--- src/rtl/core/sidht_pkg.sv ---
// sidht_pkg: shared types, field widths, codes and bucket hash of the stream id hash table
`timescale 1ns / 1ps

package sidht_pkg;

  // item field widths
  localparam int KEY_W      = 31;
  localparam int SLOT_FLD_W = 8;
  localparam int TOTAL_W    = 8;
  localparam int IN_DATA_W  = 40;
  localparam int OUT_DATA_W = 24;

  // hash shift amounts
  localparam int HASH_SH_A = 20;
  localparam int HASH_SH_B = 12;
  localparam int HASH_SH_C = 7;
  localparam int HASH_SH_D = 4;

  // operation codes
  localparam logic OP_INSERT = 1'b0;
  localparam logic OP_FIND   = 1'b1;

  // result kinds
  typedef logic [1:0] res_t;
  localparam res_t RES_INS_OK  = 2'd0;
  localparam res_t RES_INS_REJ = 2'd1;
  localparam res_t RES_HIT     = 2'd2;
  localparam res_t RES_MISS    = 2'd3;

  // controller to datapath commands
  typedef struct packed {
    logic load;        // take the input item
    logic start_walk;  // begin a chain walk at the bucket head
    logic step;        // follow the next link
    logic commit;      // write an accepted insert
    logic emit;        // load the output register
    res_t res;         // kind of result to emit
  } cmd_t;

  // datapath to controller status
  typedef struct packed {
    logic op;          // operation of the current item
    logic insert_ok;   // slot in range and free
    logic bucket_hit;  // bucket chain is non-empty
    logic key_match;   // current slot holds the key
    logic have_next;   // current slot has a next link
    logic steps_last;  // walk limit reached at this link
  } stat_t;

  // shift-xor mix of a key, full 32-bit result
  function automatic logic [31:0] bucket_hash(input logic [KEY_W-1:0] key);
    logic [31:0] h;
    h = {1'b0, key};
    h = h ^ (h >> HASH_SH_A) ^ (h >> HASH_SH_B);
    h = h ^ (h >> HASH_SH_C) ^ (h >> HASH_SH_D);
    return h;
  endfunction

endpackage

--- src/rtl/core/sidht_ctrl.sv ---
// sidht_ctrl: item sequencing state machine and output valid
`timescale 1ns / 1ps

module sidht_ctrl (
  input  logic             clk,
  input  logic             rst_n,
  input  logic             in_tvalid,
  output logic             in_tready,
  output logic             out_tvalid,
  input  logic             out_tready,
  input  sidht_pkg::stat_t stat,
  output sidht_pkg::cmd_t  cmd
);

  localparam logic [1:0] ST_IDLE = 2'd0;
  localparam logic [1:0] ST_HEAD = 2'd1;
  localparam logic [1:0] ST_LINK = 2'd2;

  logic [1:0] state_r;
  logic [1:0] state_nxt;
  logic       out_valid_r;
  logic       out_valid_nxt;
  logic       emit_ok;

  // result register free or being drained this cycle
  assign emit_ok   = !out_valid_r || out_tready;
  assign in_tready = (state_r == ST_IDLE);

  // next state and commands
  always_comb begin
    cmd       = '0;
    state_nxt = state_r;
    unique case (state_r)
      ST_IDLE: begin
        if (in_tvalid) begin
          cmd.load  = 1'b1;
          state_nxt = ST_HEAD;
        end
      end
      ST_HEAD: begin
        if (stat.op == sidht_pkg::OP_INSERT) begin
          if (emit_ok) begin
            cmd.emit   = 1'b1;
            cmd.commit = stat.insert_ok;
            cmd.res    = stat.insert_ok ? sidht_pkg::RES_INS_OK : sidht_pkg::RES_INS_REJ;
            state_nxt  = ST_IDLE;
          end
        end else if (!stat.bucket_hit) begin
          if (emit_ok) begin
            cmd.emit  = 1'b1;
            cmd.res   = sidht_pkg::RES_MISS;
            state_nxt = ST_IDLE;
          end
        end else begin
          cmd.start_walk = 1'b1;
          state_nxt      = ST_LINK;
        end
      end
      ST_LINK: begin
        if (stat.key_match) begin
          if (emit_ok) begin
            cmd.emit  = 1'b1;
            cmd.res   = sidht_pkg::RES_HIT;
            state_nxt = ST_IDLE;
          end
        end else if (!stat.have_next || stat.steps_last) begin
          if (emit_ok) begin
            cmd.emit  = 1'b1;
            cmd.res   = sidht_pkg::RES_MISS;
            state_nxt = ST_IDLE;
          end
        end else begin
          cmd.step = 1'b1;
        end
      end
      default: begin
        state_nxt = ST_IDLE;
      end
    endcase
  end

  // output valid
  always_comb begin
    out_valid_nxt = out_valid_r;
    if (cmd.emit) begin
      out_valid_nxt = 1'b1;
    end else if (out_tready) begin
      out_valid_nxt = 1'b0;
    end
  end

  always_ff @(posedge clk) begin
    if (!rst_n) begin
      state_r     <= ST_IDLE;
      out_valid_r <= 1'b0;
    end else begin
      state_r     <= state_nxt;
      out_valid_r <= out_valid_nxt;
    end
  end

  assign out_tvalid = out_valid_r;

endmodule

--- config.mk ---
export PLATFORM = sky130hd
export DESIGN_NAME = sidht_ctrl
export DESIGN_NICKNAME = d
export VERILOG_FILES = /design/src/rtl/core/sidht_pkg.sv /design/src/rtl/core/sidht_ctrl.sv
export SDC_FILE = /design/constraint.sdc
export NUM_CORES = 1
export LEC_CHECK = 0
export ABC_AREA = 1
export BUFFER_PORTS_ARGS = -buffer_cell sky130_fd_sc_hd__buf_4
export CAP_MARGIN = 10
export CORE_AREA = 2 2 39 41
export CTS_CLUSTER_DIAMETER = 50
export DETAILED_ROUTE_END_ITERATION = 10
export DIE_AREA = 0 0 41 43
export GPL_TIMING_DRIVEN = 0
export PLACE_DENSITY = 0.61
export SETUP_SLACK_MARGIN = 0.2
export SYNTH_ARGS = -nofsm -noshare
export SYNTH_HDL_FRONTEND = slang
export SYNTH_SLANG_ARGS = --single-unit
export TNS_END_PERCENT = 1
--- constraint.sdc ---
create_clock -name clk -period 2.3 [get_ports clk]
set_input_delay 0.23 -clock clk [delete_from_list [all_inputs] [get_ports clk]]
set_output_delay 0.23 -clock clk [all_outputs]
set_load 0.1 [all_outputs]
==> metrics.yaml <==
drt:
  vias: 403
  top_layer_used: "met3"
  postRouteWirelength_um: 747
  antenna_left: 0
  dr.first_iter.drc_count: 5
  drt-met1-wl_um: 320
  met2_length_um: 370
  drc_errors: 0
  routedWlPerCell_um: 7.47
  routed_via_density: 4.03
  wl_met3_um: 55
  drt_pass1_iterations: 2
worst_setup_path:
  crit_buf_inv: 5
  crit_path_frequent_cell: "nand2_1"
  r2r_setup_slack_ns: 0.95
  cp_top_family: "buffers and inverters"
  worstReg2RegEnd: "state_r[1]"
  slowest_stage: "dfxtp_1"
  worstPathArrival_ns: 1.71
  critPathMaxFanout: 5
  required_ns: 2.07
  max_stage_delay_ns: 0.40
  start_kind: "flip-flop"
  crit_path_end_kind: "output pin"
  reg2regPathDepth: 6
  r2r-start: "state_r[0]"
  critPathKind: "reg2out"
  worstPathCellList: "inv_1 > ha_1 > nand2_1 > inv_2 > nand2_1 > nand2_1 > nand2_1 > inv_1 > buf_4 > buf_4"
sta:
  maxSlewViolCount: 0
  period_minus_slack_ns: 1.94
  worst_slew_margin_rel: 0.816
  setup_viol: 0
  rsz0062_at_grt: "false"
  final_hold_viol_count: 0
  post-route-period-util: 0.845
  worstMarginPinSlew_ns: 0.279
  tns_ns: 0
  layout_setup_ws_ns: 0.356
  fmax_ghz: 0.514
  clock-skew-final_ns: 0.000165
place:
  hpwl_um: 657
  gp_congestion: 0.702
  dpl_worst_slack_ns: 0.578
  io_buffers: 18
  place_inst: 96
global_routing:
  grt_pass1_wl_um: 1190
  grt_max_degree: 6
  overflow: 0
  grt_usage: 0.0984
  antenna_found_initial: 0
  grt_pass1_vias: 344
clocking:
  clkLatencyLatePin_ns: 0.23
  clkSinkCount: 3
  postCtsSetupBuffers: 0
  cts_resized: 0
  cts_made_buffers: 3
  max-clock-path-buffers: 2
  cts_tree: "done"
  cts.clk_slew.worst_paths_ns: 0.04
  cts.htree.levels: 1
  cts_root_buffer: "clkbuf_4"
  cts_hold_buf: 0
worst_hold_path:
  min_to: "state_r[1]"
  min_from: "rst_n"
  min_path_cells: 3
  hp-class: "in2reg"
cells_and_area:
  n_antenna_cell: 0
  syn_to_final_growth_pct: 54.8
  n_fill_cell: 157
  mostFrequentLayoutCell: "buf_4"
  nets: 99
  final_cell_mix: "19 x buf_4, 14 x nand2_1, 14 x inv_1"
  drive_above_1_share: 0.393
  layoutNonFillerInstCount: 100
floorplan:
  die_area_sq_um: 1760
  core-area_sq_um: 1380
  start_util: 0.264
  die_w_um: 41
  ios: 19
  std_cell_rows: 14
  fp.dieH_um: 43
yosys:
  synth_xor_area_frac: 0
  synth_area_per_cell_sq_um: 5.89
  yosys_register_bits: 3
  synth_top_family_by_area: "simple AND/OR/NAND/NOR gates"
  ys_warn_count: 0
  synth-adder-area-share: 0.137
  syn_area_sq_um: 365
  synthMuxAreaShare: 0
  ys_seq_area_frac: 0.164
  synth_cell_types: 18
  syn-num-nets: 76
  syn_inst: 62
  synthSimpleGateAreaFrac: 0.404
  synth-compound-area-share: 0.110
power_and_ir_drop:
  ir_drop_mv: 0.247
  power_density_nw_per_um2: 494
  p_leak_nw: 0.326
flow_run:
  drv_cap: 0
status:
  status: "completed"
-- per-layer routing --
| metal | track usage | vias to the layer above |
|---|---|---|
| li1 | - | 230 |
| met1 | 0.119 | 162 |
| met2 | 0.153 | 11 |
| met3 | 0 | 0 |
| met4 | 0.0800 | 0 |
| met5 | 0 | - |
-- how the worst max path moves through the flow --
stage | from | end | slack (ns) | cells past startpoint
2_1_floorplan | out_tvalid | cmd[0] | -0.04 | 5
3_3_place_gp | state_r[1] | cmd[2] | 0.58 | 10
3_5_place_dp | state_r[1] | cmd[2] | 0.58 | 10
4_1_cts | state_r[1] | cmd[2] | 0.32 | 10
5_1_grt | state_r[1] | cmd[2] | 0.20 | 10
6_report | state_r[1] | cmd[2] | 0.36 | 10
-- flip-flops by register name, indices dropped and copies added, names as in the netlist --
| register | flops |
|---|---|
| state_r | 2 |
| out_tvalid | 1 |
-- cell type report --
class | instances | area [sq um] | share of cell area
Timing Repair Buffer | 18 | 135 | 0.239
Tap cell | 16 | 20.0 | 0.0354
Buffer | 1 | 7.51 | 0.0133
Inverter | 16 | 60.1 | 0.106
Sequential cell | 3 | 60.1 | 0.106
Multi-Input combinational cell | 42 | 256 | 0.454
Clock buffer | 4 | 26.3 | 0.0465
-- worst min-delay path: cells and delay by family --
family | cells | cell delay (ns)
buf+inv | 2 | 0.12
simple gates | 1 | 0.09
-- metrics by stage --
stage                     area (sq um)  hold WS (ns)  power (W)   util
final                              566         0.258   0.000280  0.409
after global routing               566         0.282   0.000297  0.409
after CTS                          566         0.255   0.000287  0.409
after detailed placement           539         0.500   0.000190  0.390
after global placement             539         0.489   0.000190  0.390
after floorplan                    384         0.389   0.000159      -
-- synthesized netlist by cell type --
| cell type | number | area share |
|---|---|---|
| nand4_1 | 1 | 0.017 |
| inv_1 | 14 | 0.14 |
| ha_1 | 4 | 0.14 |
| o211ai_1 | 1 | 0.021 |
| buf_4 | 1 | 0.021 |
| or2_0 | 1 | 0.017 |
| nor2_2 | 1 | 0.017 |
| nand2_1 | 14 | 0.14 |
| nand2_2 | 3 | 0.051 |
| dfxtp_1 | 3 | 0.16 |
| or2_2 | 1 | 0.017 |
| nor2_1 | 3 | 0.031 |
| o21a_1 | 1 | 0.021 |
| a21oi_1 | 5 | 0.068 |
| nand3_1 | 5 | 0.068 |
| nor3_1 | 1 | 0.014 |
| nand3_2 | 1 | 0.027 |
| inv_2 | 2 | 0.021 |
-- logic make-up after synthesis --
family / after synthesis
buf+inv: 17
flops: 3
compound gates: 7
fa+ha+maj: 4
simple gates: 31
-- where the power goes --
part / switching [W] / internal, W / total, W / leakage, nW
combinational: 0.0000935 / 0.0000370 / 0.000130 / 0.286
clock: 0.0000261 / 0.0000649 / 0.0000911 / 0.0150
sequential: 0.00000284 / 0.0000552 / 0.0000581 / 0.0245
No activity file was read; power rests on OpenSTA's default activity.
